`config.mk`:
```
export PLATFORM = sky130hd
export DESIGN_NAME = indent_aware_lisp_tokenizer
export DESIGN_NICKNAME = d
export VERILOG_FILES = /design/src/ialt_pkg.sv /design/src/ialt_step.sv /design/src/ialt_evbuf.sv /design/src/indent_aware_lisp_tokenizer.sv
export SDC_FILE = /design/constraint.sdc
export NUM_CORES = 1
export LEC_CHECK = 0
export ABC_CLOCK_PERIOD_IN_PS = 4200
export BUFFER_PORTS_ARGS = -buffer_cell sky130_fd_sc_hd__buf_2
export CAP_MARGIN = 20
export CORE_UTILIZATION = 30
export CTS_CLUSTER_SIZE = 25
export DETAILED_ROUTE_END_ITERATION = 8
export PLACE_DENSITY_LB_ADDON = 0.05
export SLEW_MARGIN = 20
export SYNTH_ARGS = -nofsm -noshare
export SYNTH_HDL_FRONTEND = slang
export SYNTH_SLANG_ARGS = --single-unit
```
`constraint.sdc`:
```
create_clock -name clk_i -period 4.2 [get_ports clk_i]
set_input_delay 0.63 -clock clk_i [delete_from_list [all_inputs] [get_ports clk_i]]
set_output_delay 0.63 -clock clk_i [all_outputs]
set_load 0.05 [all_outputs]
```
`src/ialt_pkg.sv`:
```
// Package: types, character codes and class functions of the tokenizer.
`default_nettype none
package ialt_pkg;

  localparam int unsigned INDENT_BITS = 16;
  localparam int unsigned TAB_BITS    = 4;
  localparam int unsigned NUM_EV      = 3;

  localparam logic [TAB_BITS-1:0] TAB_RESET = 4'd2;
  localparam logic [INDENT_BITS-1:0] INDENT_MAX = {INDENT_BITS{1'b1}};

  localparam logic [7:0] CH_TAB    = 8'h09;
  localparam logic [7:0] CH_NL     = 8'h0A;
  localparam logic [7:0] CH_VT     = 8'h0B;
  localparam logic [7:0] CH_FF     = 8'h0C;
  localparam logic [7:0] CH_CR     = 8'h0D;
  localparam logic [7:0] CH_SPACE  = 8'h20;
  localparam logic [7:0] CH_DQUOTE = 8'h22;
  localparam logic [7:0] CH_HASH   = 8'h23;
  localparam logic [7:0] CH_APOS   = 8'h27;
  localparam logic [7:0] CH_LPAR   = 8'h28;
  localparam logic [7:0] CH_RPAR   = 8'h29;
  localparam logic [7:0] CH_COMMA  = 8'h2C;
  localparam logic [7:0] CH_AT     = 8'h40;
  localparam logic [7:0] CH_BSLASH = 8'h5C;
  localparam logic [7:0] CH_BTICK  = 8'h60;

  typedef enum logic [2:0] {
    MODE_LINE    = 3'd0,
    MODE_COMMENT = 3'd1,
    MODE_GAP     = 3'd2,
    MODE_WORD    = 3'd3,
    MODE_STR     = 3'd4,
    MODE_STR_ESC = 3'd5,
    MODE_COMMA   = 3'd6
  } mode_e;

  typedef enum logic [1:0] {
    EV_INDENT = 2'd0,
    EV_BYTE   = 2'd1,
    EV_END    = 2'd2
  } ev_kind_e;

  typedef struct packed {
    ev_kind_e   kind;
    logic [7:0] tok_byte;
    logic       first;
    logic       unterm;
  } ev_t;

  typedef ev_t [NUM_EV-1:0] ev_list_t;

  function automatic logic is_space_f(logic [7:0] c);
    return c == CH_SPACE || c == CH_TAB || c == CH_NL || c == CH_VT ||
           c == CH_FF || c == CH_CR;
  endfunction

  function automatic logic is_single_f(logic [7:0] c);
    return c == CH_LPAR || c == CH_RPAR || c == CH_APOS || c == CH_BTICK || c == CH_AT;
  endfunction

  function automatic logic is_word_f(logic [7:0] c);
    return !is_space_f(c) && !is_single_f(c) && c != CH_HASH && c != CH_DQUOTE &&
           c != CH_COMMA;
  endfunction

endpackage
`default_nettype wire

```
`src/ialt_step.sv`:
```
// Step logic: events and next scan state for one source byte.
`default_nettype none
module ialt_step
  import ialt_pkg::*;
(
  input  mode_e                  mode_i,
  input  logic [INDENT_BITS-1:0] indent_i,
  input  logic [TAB_BITS-1:0]    tab_i,
  input  logic [7:0]             byte_i,
  input  logic                   eoi_i,
  output mode_e                  mode_o,
  output logic [INDENT_BITS-1:0] indent_o,
  output ev_list_t               ev_o,
  output logic [1:0]             cnt_o
);

  logic [INDENT_BITS:0] ind_sum;
  logic [INDENT_BITS:0] ind_add;

  always_comb begin
    ind_add = '0;
    if (byte_i == CH_SPACE) begin
      ind_add = (INDENT_BITS+1)'(1);
    end else if (byte_i == CH_TAB) begin
      ind_add = (INDENT_BITS+1)'(tab_i);
    end
    ind_sum = {1'b0, indent_i} + ind_add;
  end

  always_comb begin
    logic       disp;
    logic [1:0] n;
    disp     = 1'b0;
    n        = '0;
    ev_o     = '0;
    mode_o   = mode_i;
    indent_o = indent_i;
    if (eoi_i) begin
      if (mode_i == MODE_WORD || mode_i == MODE_COMMA) begin
        ev_o[n] = '{kind: EV_END, tok_byte: 8'h00, first: 1'b0, unterm: 1'b0};
        n = n + 2'd1;
      end else if (mode_i == MODE_STR || mode_i == MODE_STR_ESC) begin
        ev_o[n] = '{kind: EV_END, tok_byte: 8'h00, first: 1'b0, unterm: 1'b1};
        n = n + 2'd1;
      end
      mode_o   = MODE_LINE;
      indent_o = '0;
    end else begin
      unique case (mode_i)
        MODE_LINE: begin
          if (byte_i == CH_NL) begin
            indent_o = '0;
          end else if (byte_i == CH_HASH) begin
            mode_o = MODE_COMMENT;
          end else if (is_space_f(byte_i)) begin
            indent_o = ind_sum[INDENT_BITS] ? INDENT_MAX : ind_sum[INDENT_BITS-1:0];
          end else begin
            ev_o[n] = '{kind: EV_INDENT, tok_byte: 8'h00, first: 1'b0, unterm: 1'b0};
            n = n + 2'd1;
            disp = 1'b1;
          end
        end
        MODE_COMMENT: begin
          if (byte_i == CH_NL) begin
            mode_o   = MODE_LINE;
            indent_o = '0;
          end
        end
        MODE_GAP: disp = 1'b1;
        MODE_WORD: begin
          if (is_word_f(byte_i)) begin
            ev_o[n] = '{kind: EV_BYTE, tok_byte: byte_i, first: 1'b0, unterm: 1'b0};
            n = n + 2'd1;
          end else begin
            ev_o[n] = '{kind: EV_END, tok_byte: 8'h00, first: 1'b0, unterm: 1'b0};
            n = n + 2'd1;
            disp = 1'b1;
          end
        end
        MODE_STR: begin
          ev_o[n] = '{kind: EV_BYTE, tok_byte: byte_i, first: 1'b0, unterm: 1'b0};
          n = n + 2'd1;
          if (byte_i == CH_BSLASH) begin
            mode_o = MODE_STR_ESC;
          end else if (byte_i == CH_DQUOTE) begin
            ev_o[n] = '{kind: EV_END, tok_byte: 8'h00, first: 1'b0, unterm: 1'b0};
            n = n + 2'd1;
            mode_o = MODE_GAP;
          end
        end
        MODE_STR_ESC: begin
          ev_o[n] = '{kind: EV_BYTE, tok_byte: byte_i, first: 1'b0, unterm: 1'b0};
          n = n + 2'd1;
          mode_o = MODE_STR;
        end
        MODE_COMMA: begin
          if (byte_i == CH_AT) begin
            ev_o[n] = '{kind: EV_BYTE, tok_byte: byte_i, first: 1'b0, unterm: 1'b0};
            n = n + 2'd1;
            ev_o[n] = '{kind: EV_END, tok_byte: 8'h00, first: 1'b0, unterm: 1'b0};
            n = n + 2'd1;
            mode_o = MODE_GAP;
          end else begin
            ev_o[n] = '{kind: EV_END, tok_byte: 8'h00, first: 1'b0, unterm: 1'b0};
            n = n + 2'd1;
            disp = 1'b1;
          end
        end
        default: begin
          mode_o   = MODE_LINE;
          indent_o = '0;
        end
      endcase

      if (disp) begin
        if (byte_i == CH_HASH) begin
          mode_o = MODE_COMMENT;
        end else if (byte_i == CH_NL) begin
          mode_o   = MODE_LINE;
          indent_o = '0;
        end else if (is_space_f(byte_i)) begin
          mode_o = MODE_GAP;
        end else begin
          ev_o[n] = '{kind: EV_BYTE, tok_byte: byte_i, first: 1'b1, unterm: 1'b0};
          n = n + 2'd1;
          if (byte_i == CH_DQUOTE) begin
            mode_o = MODE_STR;
          end else if (is_single_f(byte_i)) begin
            ev_o[n] = '{kind: EV_END, tok_byte: 8'h00, first: 1'b0, unterm: 1'b0};
            n = n + 2'd1;
            mode_o = MODE_GAP;
          end else if (byte_i == CH_COMMA) begin
            mode_o = MODE_COMMA;
          end else begin
            mode_o = MODE_WORD;
          end
        end
      end
    end
    cnt_o = n;
  end

endmodule
`default_nettype wire

```
`src/ialt_evbuf.sv`:
```
// Result register: holds the events of one byte and sends them one by one.
`default_nettype none
module ialt_evbuf
  import ialt_pkg::*;
(
  input  logic                   clk_i,
  input  logic                   rst_ni,
  input  logic                   load_i,
  input  ev_list_t               ev_i,
  input  logic [1:0]             cnt_i,
  input  logic [INDENT_BITS-1:0] indent_i,
  output logic                   free_o,
  output logic                   m_axis_tvalid_o,
  input  logic                   m_axis_tready_i,
  output logic [31:0]            m_axis_tdata_o,
  output logic [1:0]             m_axis_tuser_o,
  output logic                   m_axis_tlast_o
);

  ev_t                    ev_q [NUM_EV];
  logic [1:0]             cnt_q;
  logic [1:0]             idx_q;
  logic                   valid_q;
  logic [INDENT_BITS-1:0] ind_q;
  logic                   at_last;
  ev_t                    cur;

  assign at_last = idx_q == cnt_q - 2'd1;
  assign free_o  = !valid_q || (m_axis_tready_i && at_last);
  assign cur     = ev_q[idx_q];

  always_ff @(posedge clk_i or negedge rst_ni) begin
    if (!rst_ni) begin
      valid_q <= 1'b0;
      idx_q   <= '0;
      cnt_q   <= '0;
    end else if (load_i && free_o && cnt_i != 2'd0) begin
      valid_q <= 1'b1;
      idx_q   <= '0;
      cnt_q   <= cnt_i;
    end else if (valid_q && m_axis_tready_i) begin
      if (at_last) begin
        valid_q <= 1'b0;
      end else begin
        idx_q <= idx_q + 2'd1;
      end
    end
  end

  always_ff @(posedge clk_i) begin
    if (load_i && free_o && cnt_i != 2'd0) begin
      for (int i = 0; i < NUM_EV; i++) begin
        ev_q[i] <= ev_i[i];
      end
      ind_q <= indent_i;
    end
  end

  // tdata: token_byte[7:0], first_of_token[8], indent_level[24:9], unterminated[25]
  assign m_axis_tvalid_o = valid_q;
  assign m_axis_tdata_o  = {6'b0, cur.unterm, 16'(ind_q), cur.first, cur.tok_byte};
  assign m_axis_tuser_o  = cur.kind;
  assign m_axis_tlast_o  = at_last;

endmodule
`default_nettype wire

```
`src/indent_aware_lisp_tokenizer.sv`:
```
// Top level: input register, scan state and result register of the tokenizer.
// Usage:
//   Slave channel s_axis carries one source byte per transaction in tdata[7:0];
//   tlast high marks the end of text (the byte is then ignored) and closes any
//   open token. Master channel m_axis carries token events: tuser is the event
//   kind (line indent, token byte, token end), tdata the byte, first mark,
//   indent and unterminated flag; tlast marks the final event of one byte.
//   cfg_we_i writes tab_indent from cfg_wdata_i; write only while idle.
// Timing:
//   A byte is held in the input register; its events are decoded
//   combinationally into the result register. A byte yielding up to one
//   event sustains one byte per cycle while m_axis_tready_i is high; a byte
//   yielding k events holds the result register until all k are sent.
//   Bytes with no events (whitespace, comments) never load the result register.
// Reset: scan state returns to line start, indent to zero, tab_indent to 2;
//   both registers empty.
// Stall: when m_axis_tready_i is low the result register holds, the input
//   register fills, and s_axis_tready_o drops until the event drains.
`default_nettype none
module indent_aware_lisp_tokenizer
  import ialt_pkg::*;
(
  input  logic        clk_i,
  input  logic        rst_ni,
  input  logic        cfg_we_i,
  input  logic [3:0]  cfg_wdata_i,
  input  logic        s_axis_tvalid_i,
  output logic        s_axis_tready_o,
  input  logic [7:0]  s_axis_tdata_i,   // data_byte[7:0]
  input  logic        s_axis_tlast_i,
  output logic        m_axis_tvalid_o,
  input  logic        m_axis_tready_i,
  output logic [31:0] m_axis_tdata_o,   // token_byte[7:0], first_of_token[8],
                                        // indent_level[24:9], unterminated[25]
  output logic [1:0]  m_axis_tuser_o,   // event_kind[1:0]
  output logic        m_axis_tlast_o
);

  logic [TAB_BITS-1:0]    tab_q;
  logic                   in_valid_q;
  logic [7:0]             in_byte_q;
  logic                   in_eoi_q;
  mode_e                  mode_q, mode_d;
  logic [INDENT_BITS-1:0] indent_q, indent_d;
  ev_list_t               ev;
  logic [1:0]             ev_cnt;
  logic                   buf_free;
  logic                   consume;

  assign consume         = in_valid_q && buf_free;
  assign s_axis_tready_o = !in_valid_q || consume;

  always_ff @(posedge clk_i or negedge rst_ni) begin
    if (!rst_ni) begin
      tab_q <= TAB_RESET;
    end else if (cfg_we_i) begin
      tab_q <= cfg_wdata_i;
    end
  end

  always_ff @(posedge clk_i or negedge rst_ni) begin
    if (!rst_ni) begin
      in_valid_q <= 1'b0;
      mode_q     <= MODE_LINE;
      indent_q   <= '0;
    end else begin
      if (s_axis_tvalid_i && s_axis_tready_o) begin
        in_valid_q <= 1'b1;
      end else if (consume) begin
        in_valid_q <= 1'b0;
      end
      if (consume) begin
        mode_q   <= mode_d;
        indent_q <= indent_d;
      end
    end
  end

  always_ff @(posedge clk_i) begin
    if (s_axis_tvalid_i && s_axis_tready_o) begin
      in_byte_q <= s_axis_tdata_i;
      in_eoi_q  <= s_axis_tlast_i;
    end
  end

  ialt_step u_step (
    .mode_i   (mode_q),
    .indent_i (indent_q),
    .tab_i    (tab_q),
    .byte_i   (in_byte_q),
    .eoi_i    (in_eoi_q),
    .mode_o   (mode_d),
    .indent_o (indent_d),
    .ev_o     (ev),
    .cnt_o    (ev_cnt)
  );

  ialt_evbuf u_evbuf (
    .clk_i           (clk_i),
    .rst_ni          (rst_ni),
    .load_i          (in_valid_q),
    .ev_i            (ev),
    .cnt_i           (ev_cnt),
    .indent_i        (indent_q),
    .free_o          (buf_free),
    .m_axis_tvalid_o (m_axis_tvalid_o),
    .m_axis_tready_i (m_axis_tready_i),
    .m_axis_tdata_o  (m_axis_tdata_o),
    .m_axis_tuser_o  (m_axis_tuser_o),
    .m_axis_tlast_o  (m_axis_tlast_o)
  );

endmodule
`default_nettype wire

```
# After elaboration in Yosys (flattened, before gate mapping)
# Memories as Yosys holds them, arrays and structs flattened.
# Index checks and enable logic that the tools add are counted.
[totals]
reg_bits = 54
latchBits = 0
mem_bits_rw = 36
romBits = 0
input_bits = 18
output_inout_bits = 37
word_cells = 180
n_memories = 1
[mem_list]
columns = ["name", "depth", "word_bits", "read_ports", "rd_clocked_by_memory_dff", "write_ports", "line_no", "rtl"]
rows = [
  ["u_evbuf.ev_q", 3, 12, 1, 0, 3, "ialt_evbuf.sv:20", "ev_t ev_q [NUM_EV];"],
]
[classes]
n_addsub = 5
multipliers = 0
div_mod_pow = 0
magnitude_cmp = 4
eq_ne = 32
shifts = 0
mux = 85
bitwise = 3
reduce_logical = 40
[op_table]
columns = ["op", "count"]
rows = [
  ["36-bit two-way mux", 6],
  ["12-bit two-way mux", 12],
  ["16-bit two-way mux", 9],
  ["8-bit by 6-bit == test with 1-bit output, second input constant", 7],
  ["12-bit demux with 2-bit select", 2],
  ["16-bit case mux with 3 select lines", 1],
  ["3-bit two-way mux", 14],
  ["8-bit by 4-bit == test with 1-bit output, second input constant", 5],
  ["36-bit bitwise mux", 1],
  ["12-bit case mux with 3 select lines", 1],
  ["33-bit bitwise AND", 1],
  ["33-bit inverter", 1],
  ["2-bit two-way mux", 16],
  ["8-bit by 7-bit == test with 1-bit output, second input constant", 3],
  ["24-bit two-way mux", 1],
  ["8-bit by 6-bit != test with 1-bit output, second input constant", 3],
  ["12-bit case mux with 2 select lines", 1],
  ["3-bit case mux with 6 select lines", 1],
  ["16-bit by 17-bit adder with 17-bit output", 1],
  ["17-bit two-way mux", 1],
  ["1-bit two-way mux", 16],
  ["1-bit logical OR", 13],
  ["1-bit logical AND", 11],
  ["3-bit == test, second input constant", 3],
  ["other kinds (24)", 39],
]

# Longest topological paths before layout
# Gate-level depths: netlist (run 1).
[depth]
word_depth = 25
mapped_depth = 15
depth_no_buf = 13

# Modules after synthesis
# Synthesis (run 1) repeated with hierarchy kept, for this count alone.
[hier_totals]
cells_unflattened = 506
hier_area_um2 = 5465.2
[by_module_without_submodules]
columns = ["module", "instances", "cells_per_inst", "area_per_inst_um2", "seq_area_each_um2"]
rows = [
  ["ialt_evbuf", 1, 131, 2162.1, 1686.6],
  ["ialt_step", 1, 314, 2083.2, 0.0],
  ["indent_aware_lisp_tokenizer", 1, 61, 1219.9, 872.1],
]

# Worst setup path before layout (run 1)
# Ideal clock, no wire load.
[synth_timing]
path_type = "register to register"
start = "register in_byte_q[0]"
end = "memory u_evbuf.ev_q[0][0] (netlist bit) (enable)"
setup_ns = 0.583
t_arrival_ns = 3.509
required_ns = 3.617
path_slack_ns = 0.108
path_stages_with_launch = 10
n_path_buf = 1
synth_period_minus_slack_ns = 4.092
path_cell_list = "edfxtp_1 clkbuf_1 xor2_1 or3_1 a221oi_2 o211ai_1 ha_1 o311a_1 o21ai_0 nand2_1"
[synth_rtl]
columns = ["item", "line_no", "rtl"]
rows = [
  ["start, declared", "indent_aware_lisp_tokenizer.sv:41", "logic [7:0] in_byte_q;"],
  ["start signal, assigned", "indent_aware_lisp_tokenizer.sv:81", "in_byte_q <= s_axis_tdata_i;"],
  ["end, declared", "ialt_evbuf.sv:20", ""],
]

==> results.md, run 1 <==
- Buffers placed on the I/O ports in this run total 48.
- The quantity of gates resized following cts is 0.
- The final number of hold-violating endpoints is 0.
- The signal on the critical path passes through or3_1 -> a221oi_2 -> o211ai_1 -> inv_1 -> ha_1 -> o311a_1 -> o21ai_0 -> buf_4 -> nand2_2 -> buf_4.
- The post-detailed-routing wire length is 12.4 mm.
- In this design, the critical path's most frequently occurring cell is buf_4.
- For this run, the detailed router's first-pass iteration total came to 4.
- In the final timing run, aggregate negative setup slack is 0 ns.
- After clock tree synthesis, the clock-pin slew on the worst setup and hold paths is 0.06 ns.
- Of the total synthesized cell area, the portion taken by XOR and XNOR cells is 1.25%.
- The HPWL after detailed placement is 9.04 mm.
- STA classifies the critical path endpoint as a flop.
- The clock passes through at most 2 buffers.
- The number of cell instances on the worst register-to-register path is 10.
- The die extent in x is 130 µm.
- The initial standard-cell utilization of the core is 30.8%.
- The global placement routability congestion is 0.811.
- STA puts the critical path data required time at 4.20 ns.
- Sequential cells account for 35.6% of the total power.
- The maximum fanout along the worst path is 32.
- After global routing the overflow that remains totals 0.
- The synthesized-area fraction occupied by ao, oa, aoi and oai cells is 17.5%.
- The switching power is 1.88 mW.
- The floorplan has 46 rows.
- Of the available clock period, the critical path in the final layout requires 86.7%.
- In this run the critical register-to-register path is captured at u_evbuf.ev_q[0][7].
- The die covers 16900 µm².
- The adder and majority gate portion of the synthesized area is 2.95%.
- The reg-to-reg setup timing slack is 0.56 ns.
- Of the total power, combinational logic draws 44.2%.
- The post-route netlist has 17.0% of its cells at a drive strength greater than 1.
- The worst-skew pair later-pin latency is 0.35 ns.
- The flop and latch count out of synthesis is 86.
- Setup repair after global routing left no endpoint under its margin.
- The worst-case vdd ir drop is 0.308 mV.
- By area, the combinational part of the netlist is dominated by simple AND/OR/NAND/NOR gates.
- The clock network is responsible for 20.2% of the overall power.
- The routed layout has 3788 vias.
- The total DRC errors in the routed layout is 0.
- The post-synthesis cell type count is 73.
- In this run switching power makes up 45.2% of total power.
- In this run the power density over the cells is 732 nW/µm².
- In this run, post-CTS hold repair placed 0 buffers.
- The async set-reset flop share out of synthesis is 33.7%.
- The largest individual stage delay along the critical path comes from the cell edfxtp_1.
- The largest net degree at the start of global routing is 33.
- For the final database, setup skew stands at 0.00598 ns.
- The sequential area share after synthesis is 49.6%.
- The finished layout cell area is 5680 µm².
- In this run the critical register-to-register path is launched from in_byte_q[3].
- The worst stage delay on the critical path is 0.64 ns.
- The worst path arrival time is 3.64 ns.
- The max-slew violation count is 0.
- The critical path in this run is classified as flop to flop.
- The root cell of the clock tree is clkbuf_16.
- The global routing usage summed across all routing layers is 15.6%.
- After Yosys synthesis, and, or, nand and nor cells account for 20.7% of the synthesized area.
- The mean post-synth cell area is 10.2 µm².
- 0 antenna diodes ended up in the layout.
- The detailed router finished its first iteration with 309 violations.
- The maximum level of the CTS H-tree is 3.
- The worst pin sits at a relative slew slack of 48.3%.
- For this run, the number of Yosys warnings is 0.
- The instance area at placement is 5370 µm².
- The post-detailed-route count of antenna-violating nets is 0.
- Among all flip-flop cells after synthesis, the most frequent one is edfxtp_1.
- The number of antenna violations at the first check in global routing was 0.
- The portion of synthesized area spent on multiplexers is 3.77%.
- For this design, the sink count on the clock tree is 86.
- The worst min-delay path class is input pin to asynchronous set/reset pin.
- In the routed layout, each cell is associated on average with a via count of 5.09.
- The growth of design area from synthesis to finish is 15.6%.
- The leakage power is 2.26 nW.
- The max-capacitance violation count is 0.
- The internal power of the cells totals 2.28 mW.
- The number of buffers added for setup after CTS is 0.
- The cell area that synthesis handed to floorplanning was 4910 µm².
- After detailed routing, the average wire length per cell comes to 16.6 µm.
- The floorplan die height is 130 µm.
- Setup violations remaining at the end of the flow were counted as 0.
- After the last flow step, the layout net total stands at 552.
- TritonCTS built the clock tree.
- For the pin with the worst max-slew slack, the measured transition is 0.776 ns.
- The number of CTS-inserted buffers is 9.
- The category of the worst setup path launch point is a flop.
- For the finished layout, the period the worst path requires is 3.64 ns.
- The flow ran to the end, and the final reports show no timing, DRC or antenna violations.
- The top-level port count is 55.
- The highest clock frequency the design can meet is 274 MHz.
- The first-pass GRT wire length is 19.7 mm.
- The number of synthesized flops with an enable pin is 57.
- The number of global-route vias before repair is 3532.
- The number of standard cells after synthesis is 480.
- The region available for standard cell placement spans 15900 µm².
layer usage:
metal | up-vias | track usage [%] | routed length [µm]
met2 | 77 | 22.2 | 5320
met5 | - | 0 | 0
met1 | 1829 | 22.6 | 6320
li1 | 1870 | - | -
met3 | 12 | 3.16 | 512
met4 | 0 | 7.11 | 192
cells by family (layout without fill, tap and decap cells):
family,after synthesis,in the layout
adders and majority gates,11,11
and+or+nand+nor,187,187
buffers and inverters,43,86
DFF,86,86
AOI/OAI and AO/OA,127,127
muxes,18,18
xor gates and xnor gates,7,7
other,1,6
state kept, by name, indices dropped and copies added, names as in the netlist:
| register | flops |
|---|---|
| in_byte_q | 8 |
| tab_q | 4 |
| indent_q | 16 |
| u_evbuf.cnt_q | 2 |
| u_evbuf.idx_q | 2 |
| u_evbuf.m_axis_tvalid_o | 1 |
| u_evbuf.ind_q | 16 |
| u_evbuf.ev_q | 32 |
| in_valid_q | 1 |
| mode_q | 3 |
| in_eoi_q | 1 |
per-stage QoR:
stage          total power, mW  util [%]  std cells  hold WS, ns  setup slack, ns
2_1_floorplan             2.88         -        485        0.334            0.108
3_3_place_gp              3.34      33.7        728        0.500            0.651
3_5_place_dp              3.36      33.7        728        0.494            0.583
4_1_cts                   4.21      35.6        744        0.339            0.564
5_1_grt                   4.40      35.6        744        0.382            0.293
6_report                  4.16      35.6        744        0.317            0.557
final cells by class:
class                      instances  area [µm²]
inverter                          12        45.0
timing repair buffer              58         315
sequential                        86        2440
tap                              216         270
fill                            1655       10300
multi-input combinational        356        2300
clock buffer                      13         272
clock inverter                     3        40.0
critical path: cells and delay by family, from the launching register on:
kind            cells  cell delay [ns]
simple gates        2             0.53
flops               1             0.64
fa+ha+maj           1             0.29
compound gates      4             1.04
buf+inv             3             0.77
cells in the final DEF, fill, tap and decap left out, types with 8 or more instances in the layout:
| cell type | count |
|---|---|
| edfxtp_1 | 57 |
| buf_2 | 48 |
| nand2_1 | 44 |
| o21ai_0 | 39 |
| dfrtp_1 | 28 |
| and2_1 | 25 |
| nor2_1 | 23 |
| a21oi_1 | 21 |
| nand3_1 | 15 |
| and3_1 | 15 |
| mux2i_1 | 14 |
| inv_1 | 12 |
| ha_1 | 10 |
| clkbuf_16 | 10 |
| buf_4 | 10 |
| nor2b_1 | 9 |
| nor3_1 | 8 |
| nand2b_1 | 8 |
power groups by stage:
stage	Sequential [mW]	Combinational [mW]	Clock, mW
floorplan	1.65	1.22	0
global placement	1.50	1.85	0
detailed placement	1.50	1.86	0
CTS	1.48	1.86	0.864
global route	1.52	1.99	0.889
finish	1.48	1.84	0.839
synth_stat cells (3+ instances only):
library cell	n	area (µm²)
o21ai_0	39	195
buf_2	5	25.0
buf_4	6	45.0
a21o_1	4	30.0
o211ai_1	4	30.0
a22o_1	4	35.0
xnor2_1	3	26.3
clkbuf_1	18	67.6
nor4_1	4	25.0
inv_1	12	45.0
or3_1	6	37.5
nand3_1	15	75.1
nand4_1	6	37.5
a21boi_0	5	37.5
edfxtp_1	57	1710
xor2_1	4	35.0
mux2_2	4	45.0
mux2i_1	14	140
or2_2	4	25.0
a211oi_1	3	22.5
nand2b_1	8	50.1
nor2_1	23	86.3
dfrtp_1	28	701
nor3_1	8	40.0
ha_1	10	125
o22a_1	3	26.3
nor3b_1	4	30.0
o31a_1	5	43.8
and2_1	25	156
a21oi_1	21	105
nor2b_1	9	56.3
o31ai_1	4	30.0
a31oi_1	6	37.5
nand2_1	45	169
and3_1	15	93.8
how the worst max path moves through the flow:
stage | endpoint | start | slack [ns] | depth (start not counted)
2_1_floorplan | u_evbuf.ev_q[0][0] | in_byte_q[0] | 0.11 | 9
3_3_place_gp | u_evbuf.ev_q[2][2] | in_byte_q[3] | 0.65 | 10
3_5_place_dp | u_evbuf.ev_q[1][2] | in_byte_q[3] | 0.58 | 10
4_1_cts | u_evbuf.ev_q[0][7] | in_byte_q[3] | 0.56 | 10
5_1_grt | u_evbuf.ev_q[0][7] | in_byte_q[5] | 0.29 | 11
6_report | u_evbuf.ev_q[0][7] | in_byte_q[3] | 0.56 | 10
Power figures use the tool's default switching activity.
==> run 2: changes to the inputs <==
- REMOVE_ABC_BUFFERS: not set -> 1
==> results.md, run 2 (synthesis gave the netlist of run 1 again) <==
- The worst min-delay path class is input pin to asynchronous set/reset pin (unchanged).
- The highest clock frequency the design can meet came to 271 MHz (was 274 MHz).
- Cell-by-cell listing of the critical path: and2_1 -> nand2_1 -> a221oi_2 -> o211ai_1 -> inv_1 -> ha_1 -> o311a_1 -> o21ai_0 -> buf_4 -> nand2_2 -> buf_4 (was or3_1 -> a221oi_2 -> o211ai_1 -> inv_1 -> ha_1 -> o311a_1 -> o21ai_0 -> buf_4 -> nand2_2 -> buf_4).
- The sequential group share of total power came to 35.4% (was 35.6%).
- Largest registers: u_evbuf.ev_q x32, indent_q x16, u_evbuf.ind_q x16 (unchanged).
- The post-detailed-routing wire length was 12.6 mm (was 12.4 mm).
- The max-slew violation count is 0 (unchanged).
- The slew at the pin closest to its max-slew limit is 0.861 ns (was 0.776 ns).
- The total number of placement rows was 46 (unchanged).
- The setup clock skew after layout is 0.00794 ns (was 0.00598 ns).
- The clock input transition at the sequential cells of the worst setup and hold paths is 0.06 ns (about the same).
- The max-capacitance violation count is 0 (unchanged).
- The total inserted antenna cells is 0 (unchanged).
- The final-layout setup total negative slack came to 0 ns (unchanged).
- The number of CTS-inserted buffers is 9 (unchanged).
- The final critical-path share of the clock period is 88.0% (was 86.7%).
- The final number of hold-violating endpoints is 0 (unchanged).
- The largest net degree at the start of global routing is 33 (unchanged).
- The number of antenna violations at the first check in global routing is 0 (unchanged).
- The placed cell count is 729 (was 728).
- The worst-case clock buffer depth came to 2 (unchanged).
- The endpoint of the worst setup timing path is u_evbuf.ev_q[0][2] (was u_evbuf.ev_q[0][7]).
- The vias after detailed routing is 3835 (was 3788).
- The number of cell instances on the worst register-to-register path is 11 (was 10).
- The relative slew slack is 42.2% (was 48.3%).
- The total DRC errors in the routed layout is 0 (unchanged).
- The quantity of gates resized following cts is 0 (unchanged).
- The number of filler instances in the final layout is 1631 (was 1655).
- The growth of design area from synthesis to finish is 15.6% (about the same).
- The non-filler instance count after layout is 745 (was 744).
- The number of optimization iterations in the first detailed-route pass is 4 (unchanged).
- The portion of total power attributed to the clock network came to 19.5% (was 20.2%).
- The worst stage delay on the critical path is 0.76 ns (was 0.64 ns).
- Result of the run: finished clean (unchanged).
- The capture instance of the worst register-to-register path is u_evbuf.ev_q[0][2] (was u_evbuf.ev_q[0][7]).
- The top-level port count is 55 (unchanged).
- The post-layout total power is 4.14 mW (was 4.16 mW).
- The total setup violations reported at the end of the flow is 0 (unchanged).
- The leakage power is 2.26 nW (about the same).
- The number of buffers added on ports is 48 (unchanged).
- The HPWL after detailed placement came to 9.13 mm (was 9.04 mm).
- The initial standard-cell utilization of the core is 30.8% (unchanged).
- The fraction of final layout cells with drive strength greater than 1 is 17.2% (was 17.0%).
- The critical path's slowest cell is edfxtp_1 (unchanged).
- The finished layout cell area is 5680 µm² (about the same).
- The global routing usage summed across all routing layers is 15.9% (was 15.6%).
- The TritonCTS sink count is 86 (unchanged).
- The classification of the worst setup path is flop to flop (unchanged).
- The core outline area was 15900 µm² (unchanged).
- The CTS tree is built (unchanged).
- The number of global-route vias before repair is 3669 (was 3532).
- The power density of the placed cells was 729 nW/µm² (was 732 nW/µm²).
- The maximum fanout along the worst path was 32 (unchanged).
- The worst-case vdd ir drop came to 0.296 mV (was 0.308 mV).
- The floorplan die height was 130 µm (unchanged).
- The switching share of power is 45.2% (about the same).
- The flip-flop count of the largest register after layout is 32 (unchanged).
- The net count of the finished layout is 553 (was 552).
- The die area was 16900 µm² (unchanged).
- The reg-to-reg setup timing slack is 0.51 ns (was 0.56 ns).
- The power share of the combinational group is 45.1% (was 44.2%).
- The detail-routed net length per standard cell is 16.9 µm (was 16.6 µm).
- The category of the worst setup path launch point is a flop (unchanged).
- The launch point of the critical path is in_byte_q[3] (unchanged).
- The worst-skew pair later-pin latency is 0.34 ns (was 0.35 ns).
- The first-pass GRT wire length is 20.2 mm (was 19.7 mm).
- The number of hold buffers added after cts is 0 (unchanged).
- The root cell of the clock tree is clkbuf_16 (unchanged).
- The number of buffers added for setup after CTS is 0 (unchanged).
- The die extent in x is 130 µm (unchanged).
- The maximum level of the CTS H-tree is 3 (unchanged).
- The instance area at placement was 5370 µm² (about the same).
- The most common cell after layout, fill and taps aside is edfxtp_1 (unchanged).
- The worst path arrival time came to 3.69 ns (was 3.64 ns).
- The cell repeated most along the worst path was buf_4 (unchanged).
- The post-detailed-route count of antenna-violating nets is 0 (unchanged).
- The minimum period implied by the final worst setup slack is 3.69 ns (was 3.64 ns).
- The internal power is 2.27 mW (was 2.28 mW).
- The final global-route overflow total is 0 (unchanged).
- The critical path endpoint category was a flop (unchanged).
- The worst path required time is 4.20 ns (about the same).
- Most frequent cells in the layout: edfxtp_1, buf_2, nand2_1 (unchanged).
- Unrepaired setup endpoints after global routing: no (unchanged).
- The global placement routability congestion is 0.831 (was 0.811).
- The origin of the critical flop-to-flop path was in_byte_q[3] (unchanged).
- The register ranked first by flip-flop count is u_evbuf.ev_q (unchanged).
- The starting DRC count in detailed routing was 262 (was 309).
- The post-detailed-route via-to-cell ratio was 5.15 (was 5.09).
- The switching power came to 1.87 mW (was 1.88 mW).
-- run 2: cell count changes in the layout (fill, tap and decap cells not counted), sizes merged --
cell / change
buf: +1
clkinv: -1
clkinvlp: +1
-- run 2: area by class of cell --
cell class	instances	area [µm²]	area share, %
repair buffers	59	323	5.69
inverters	12	45.0	0.793
multi-input cells	356	2300	40.5
clock buffers	13	260	4.58
clock inverters	3	42.5	0.749
well taps	216	270	4.76
flip-flops and latches	86	2440	43.0
-- run 2: through the flow --
stage	utilization (%)	setup WS, ns	hold WS [ns]
5_1_grt	35.6	0.243	0.380
6_report	35.6	0.506	0.332
4_1_cts	35.6	0.500	0.357
3_5_place_dp	33.7	0.521	0.486
2_1_floorplan	-	0.00942	0.334
3_3_place_gp	33.7	0.649	0.488
-- run 2: worst max-delay path, delay by kind of cell, from the launching register on --
kind | cells | cell delay, ns
AOI/OAI and AO/OA | 4 | 1.10
adders and majority gates | 1 | 0.27
buffers and inverters | 3 | 0.77
DFF | 1 | 0.76
and+or+nand+nor | 3 | 0.42
-- run 2: power by group through the flow --
stage                     combinational, mW  clock (mW)  sequential [mW]
after floorplan                        1.10           0             1.74
after global placement                 1.89           0             1.48
after detailed placement               1.89           0             1.49
after CTS                              1.89       0.842             1.47
after global routing                   2.05       0.869             1.51
final                                  1.87       0.808             1.46
-- run 2: worst min-delay path by stage --
stage,from,to,slack [ns],cells past startpoint
2_1_floorplan,rst_ni,in_valid_q,0.33,0
3_3_place_gp,indent_q[3],u_evbuf.ind_q[3],0.49,0
3_5_place_dp,indent_q[2],u_evbuf.ind_q[2],0.49,0
4_1_cts,rst_ni,u_evbuf.cnt_q[1],0.36,1
5_1_grt,rst_ni,u_evbuf.idx_q[1],0.38,1
6_report,rst_ni,u_evbuf.cnt_q[1],0.33,1
-- run 2: metal layers --
layer / track usage, % / up-vias / share of wire (%)
li1: - / 1867 / -
met1: 23.1 / 1865 / 51
met2: 23.6 / 95 / 45
met3: 3.28 / 8 / 3.9
met4: 5.20 / 0 / 0.84
met5: 0 / - / 0
==> run 3: changes to the inputs <==
- ABC_AREA: not set -> 1
- GPL_TIMING_DRIVEN: not set -> 1
==> results.md, run 3 <==
- The number of cell instances on the worst register-to-register path was 19 (was 11).
- The final global-route overflow total was 0 (unchanged).
- Result of the run: finished clean (unchanged).
- The final-layout setup total negative slack was 0 ns (unchanged).
- The maximum level of the CTS H-tree came to 3 (unchanged).
- Unrepaired setup endpoints after global routing: no (unchanged).
- Largest registers: u_evbuf.ev_q x32, indent_q x16, u_evbuf.ind_q x16 (unchanged).
- The quantity of gates resized following cts is 0 (unchanged).
- The number of synthesized flops with an enable pin is 57 (unchanged).
- Cell-by-cell listing of the critical path: inv_2 -> nand2_2 -> nor2_1 -> nand2_4 -> nand4_4 -> nor2_4 -> nand2_1 -> nand3_1 -> inv_1 -> ha_1 -> nand2_1 -> o211ai_1 -> nand3_1 -> nand2_1 -> nand2_1 -> inv_1 -> nand3_1 -> nand2_2 -> buf_12 (was and2_1 -> nand2_1 -> a221oi_2 -> o211ai_1 -> inv_1 -> ha_1 -> o311a_1 -> o21ai_0 -> buf_4 -> nand2_2 -> buf_4).
- The launch point of the critical path is in_byte_q[2] (was in_byte_q[3]).
- The initial standard-cell utilization of the core came to 31.2% (was 30.8%).
- The leakage power is 2.47 nW (was 2.26 nW).
- The fraction of final layout cells with drive strength greater than 1 is 17.2% (about the same).
- The clock input transition at the sequential cells of the worst setup and hold paths is 0.06 ns (about the same).
- The number of warnings issued by yosys came to 0 (unchanged).
- The end-of-flow core utilization is 35.9% (was 35.6%).
- The worst path required time is 4.24 ns (was 4.20 ns).
- The flop and latch count out of synthesis is 86 (unchanged).
- The total number of placement rows is 46 (unchanged).
- The reg-to-reg setup timing slack is 0.67 ns (was 0.51 ns).
- The power density of the placed cells is 750 nW/µm² (was 729 nW/µm²).
- The classification of the worst setup path is flop to flop (unchanged).
- The core outline area came to 16100 µm² (was 15900 µm²).
- The async set-reset flop share out of synthesis was 33.7% (unchanged).
- The root cell of the clock tree is clkbuf_16 (unchanged).
- The slew at the pin closest to its max-slew limit is 0.821 ns (was 0.861 ns).
- The kind of cell adding the most delay to the critical path is simple AND/OR/NAND/NOR gates (was compound AO/OA/AOI/OAI gates).
- The relative slew slack was 45.1% (was 42.2%).
- The post-detailed-routing wire length is 12.7 mm (was 12.6 mm).
- The register ranked first by flip-flop count is u_evbuf.ev_q (unchanged).
- The first-pass GRT wire length is 21.6 mm (was 20.2 mm).
- The number of hold buffers added after cts was 0 (unchanged).
- The flip-flop count of the largest register after layout is 32 (unchanged).
- The post-synthesis cell type count is 43 (was 73).
- The max-capacitance violation count is 0 (unchanged).
- The setup clock skew after layout is 0.00766 ns (was 0.00794 ns).
- The prevailing post-synth register cell is edfxtp_1 (unchanged).
- The number of standard cells after synthesis is 588 (was 480).
- The net count of the finished layout came to 663 (was 553).
- Ranking of synthesized cells by instance count: nand2_1, inv_1, edfxtp_1 (was edfxtp_1, nand2_1, o21ai_0).
- The TritonCTS sink count is 86 (unchanged).
- The post-detailed-route via-to-cell ratio came to 4.82 (was 5.15).
- The total setup violations reported at the end of the flow was 0 (unchanged).
- The most frequent cell after synthesis is nand2_1 (was edfxtp_1).
- The number of buffers added for setup after CTS is 0 (unchanged).
- The cell taking the most area after synthesis is edfxtp_1 (unchanged).
- The global placement routability congestion is 0.855 (was 0.831).
- The worst-skew pair later-pin latency was 0.35 ns (was 0.34 ns).
- The worst-case vdd ir drop was 0.249 mV (was 0.296 mV).
- The largest net degree at the start of global routing came to 35 (was 33).
- The number of buffers and inverters on the critical path came to 4 (was 3).
- The HPWL after detailed placement is 9.41 mm (was 9.13 mm).
- Ranking of synthesized cells by area: edfxtp_1, dfrtp_1, nand2_1 (was edfxtp_1, dfrtp_1, o21ai_0).
- The mean post-synth cell area is 8.51 µm² (was 10.2 µm²).
- The number of optimization iterations in the first detailed-route pass was 4 (unchanged).
- The capture instance of the worst register-to-register path is u_evbuf.ind_q[0] (was u_evbuf.ev_q[0][2]).
- The category of the worst setup path launch point is a flop (unchanged).
- The detail-routed net length per standard cell is 14.9 µm (was 16.9 µm).
- The vias after detailed routing is 4117 (was 3835).
- The finished layout cell area is 5770 µm² (was 5680 µm²).
- The sequential area share after synthesis is 48.7% (was 49.6%).
- The worst path arrival time came to 3.58 ns (was 3.69 ns).
- The number of global-route vias before repair is 4100 (was 3669).
- The die extent in x is 131 µm (was 130 µm).
- The global routing usage summed across all routing layers is 15.9% (about the same).
- The maximum fanout along the worst path is 34 (was 32).
- The number of antenna violations at the first check in global routing is 0 (unchanged).
- The worst stage delay on the critical path is 0.46 ns (was 0.76 ns).
- The worst-case clock buffer depth came to 2 (unchanged).
- The total DRC errors in the routed layout is 0 (unchanged).
- The top-level port count is 55 (unchanged).
- The die area is 17200 µm² (was 16900 µm²).
- The minimum period implied by the final worst setup slack is 3.53 ns (was 3.69 ns).
- The total inserted antenna cells is 0 (unchanged).
- The max-slew violation count was 0 (unchanged).
- The origin of the critical flop-to-flop path is in_byte_q[2] (was in_byte_q[3]).
- The floorplan die height is 131 µm (was 130 µm).
- The starting DRC count in detailed routing is 240 (was 262).
- The critical path's slowest cell is edfxtp_1 (unchanged).
- The highest clock frequency the design can meet was 283 MHz (was 271 MHz).
- The critical path endpoint category is a flop (unchanged).
- The worst min-delay path class is input pin to asynchronous set/reset pin (unchanged).
- Most frequent cells in the layout: nand2_1, inv_1, edfxtp_1 (was edfxtp_1, buf_2, nand2_1).
- The number of buffers added on ports is 48 (unchanged).
- The cell repeated most along the worst path was nand2_1 (was buf_4).
- The growth of design area from synthesis to finish is 15.4% (was 15.6%).
- The number of CTS-inserted buffers is 9 (unchanged).
- The worst hold slack after final layout was 0.330 ns (was 0.332 ns).
- The CTS tree is built (unchanged).
- The final critical-path share of the clock period is 84.1% (was 88.0%).
- The most common cell after layout, fill and taps aside is nand2_1 (was edfxtp_1).
- The post-detailed-route count of antenna-violating nets is 0 (unchanged).
- The mapped cell area is 5000 µm² (was 4910 µm²).
- The instance area at placement was 5450 µm² (was 5370 µm²).
- The final number of hold-violating endpoints is 0 (unchanged).
- The portion of synthesized cell area occupied by the leading cell type is 34.2% (was 34.8%).
## run 3: cell types whose count changed after synthesis, sizes merged, moves of 9 or more
| cell | change |
|---|---|
| nand4 | +14 |
| nor2 | +27 |
| inv | +57 |
| nor3 | +14 |
| nand3 | +37 |
| o21ai | +10 |
| and3 | -15 |
| nand2 | +110 |
| a21oi | -11 |
| nor2b | -9 |
| mux2i | -14 |
| and2 | -26 |
| clkbuf | -9 |
## run 3: layout make-up
cell class	count	area, µm²
multi-input combinational	415	2190
clock buffer	10	229
tap	216	270
inverter	69	259
timing repair buffer	53	290
fill	1677	10300
clock inverter	6	93.8
sequential	86	2440
## run 3: power breakdown
group | internal, mW | switching [mW] | total [mW]
Clock | 0.525 | 0.339 | 0.864
Combinational | 0.458 | 1.57 | 2.02
Sequential | 1.29 | 0.146 | 1.44
## run 3: how the worst max path moves through the flow
stage                               endpoint  slack (ns)  cells after the start
final                       u_evbuf.ind_q[0]        0.67                     19
after detailed placement    u_evbuf.ind_q[1]        0.63                     19
after global placement      u_evbuf.ind_q[1]        0.66                     17
after CTS                 u_evbuf.ev_q[1][4]        0.60                     19
after floorplan           u_evbuf.ev_q[0][0]        0.34                     17
after global routing      u_evbuf.ev_q[1][6]        0.23                     19
## run 3: cells by family after synthesis
logic type / Yosys count / synth area share [%]
AOI/OAI and AO/OA: 88 / 10.3
xor gates and xnor gates: 5 / 0.876
adders and majority gates: 11 / 2.90
buffers and inverters: 92 / 7.90
DFF: 86 / 48.7
other: 1 / 0.0750
and+or+nand+nor: 305 / 29.2
## run 3: through the flow
| stage | worst slack [ns] | std cells | total power, mW |
|---|---|---|---|
| floorplan | 0.338 | 570 | 2.94 |
| global placement | 0.657 | 839 | 3.51 |
| detailed placement | 0.627 | 839 | 3.52 |
| CTS | 0.604 | 855 | 4.40 |
| global route | 0.233 | 855 | 4.64 |
| finish | 0.666 | 855 | 4.33 |
## run 3: per-layer routing
metal	GRT usage [%]	vias up	wire length (µm)	part of all wire [%]
li1	-	2088	-	-
met1	19.5	1947	5620	44
met2	27.6	70	6580	52
met3	3.32	12	365	2.9
met4	5.16	0	151	1.2
met5	0	-	0	0
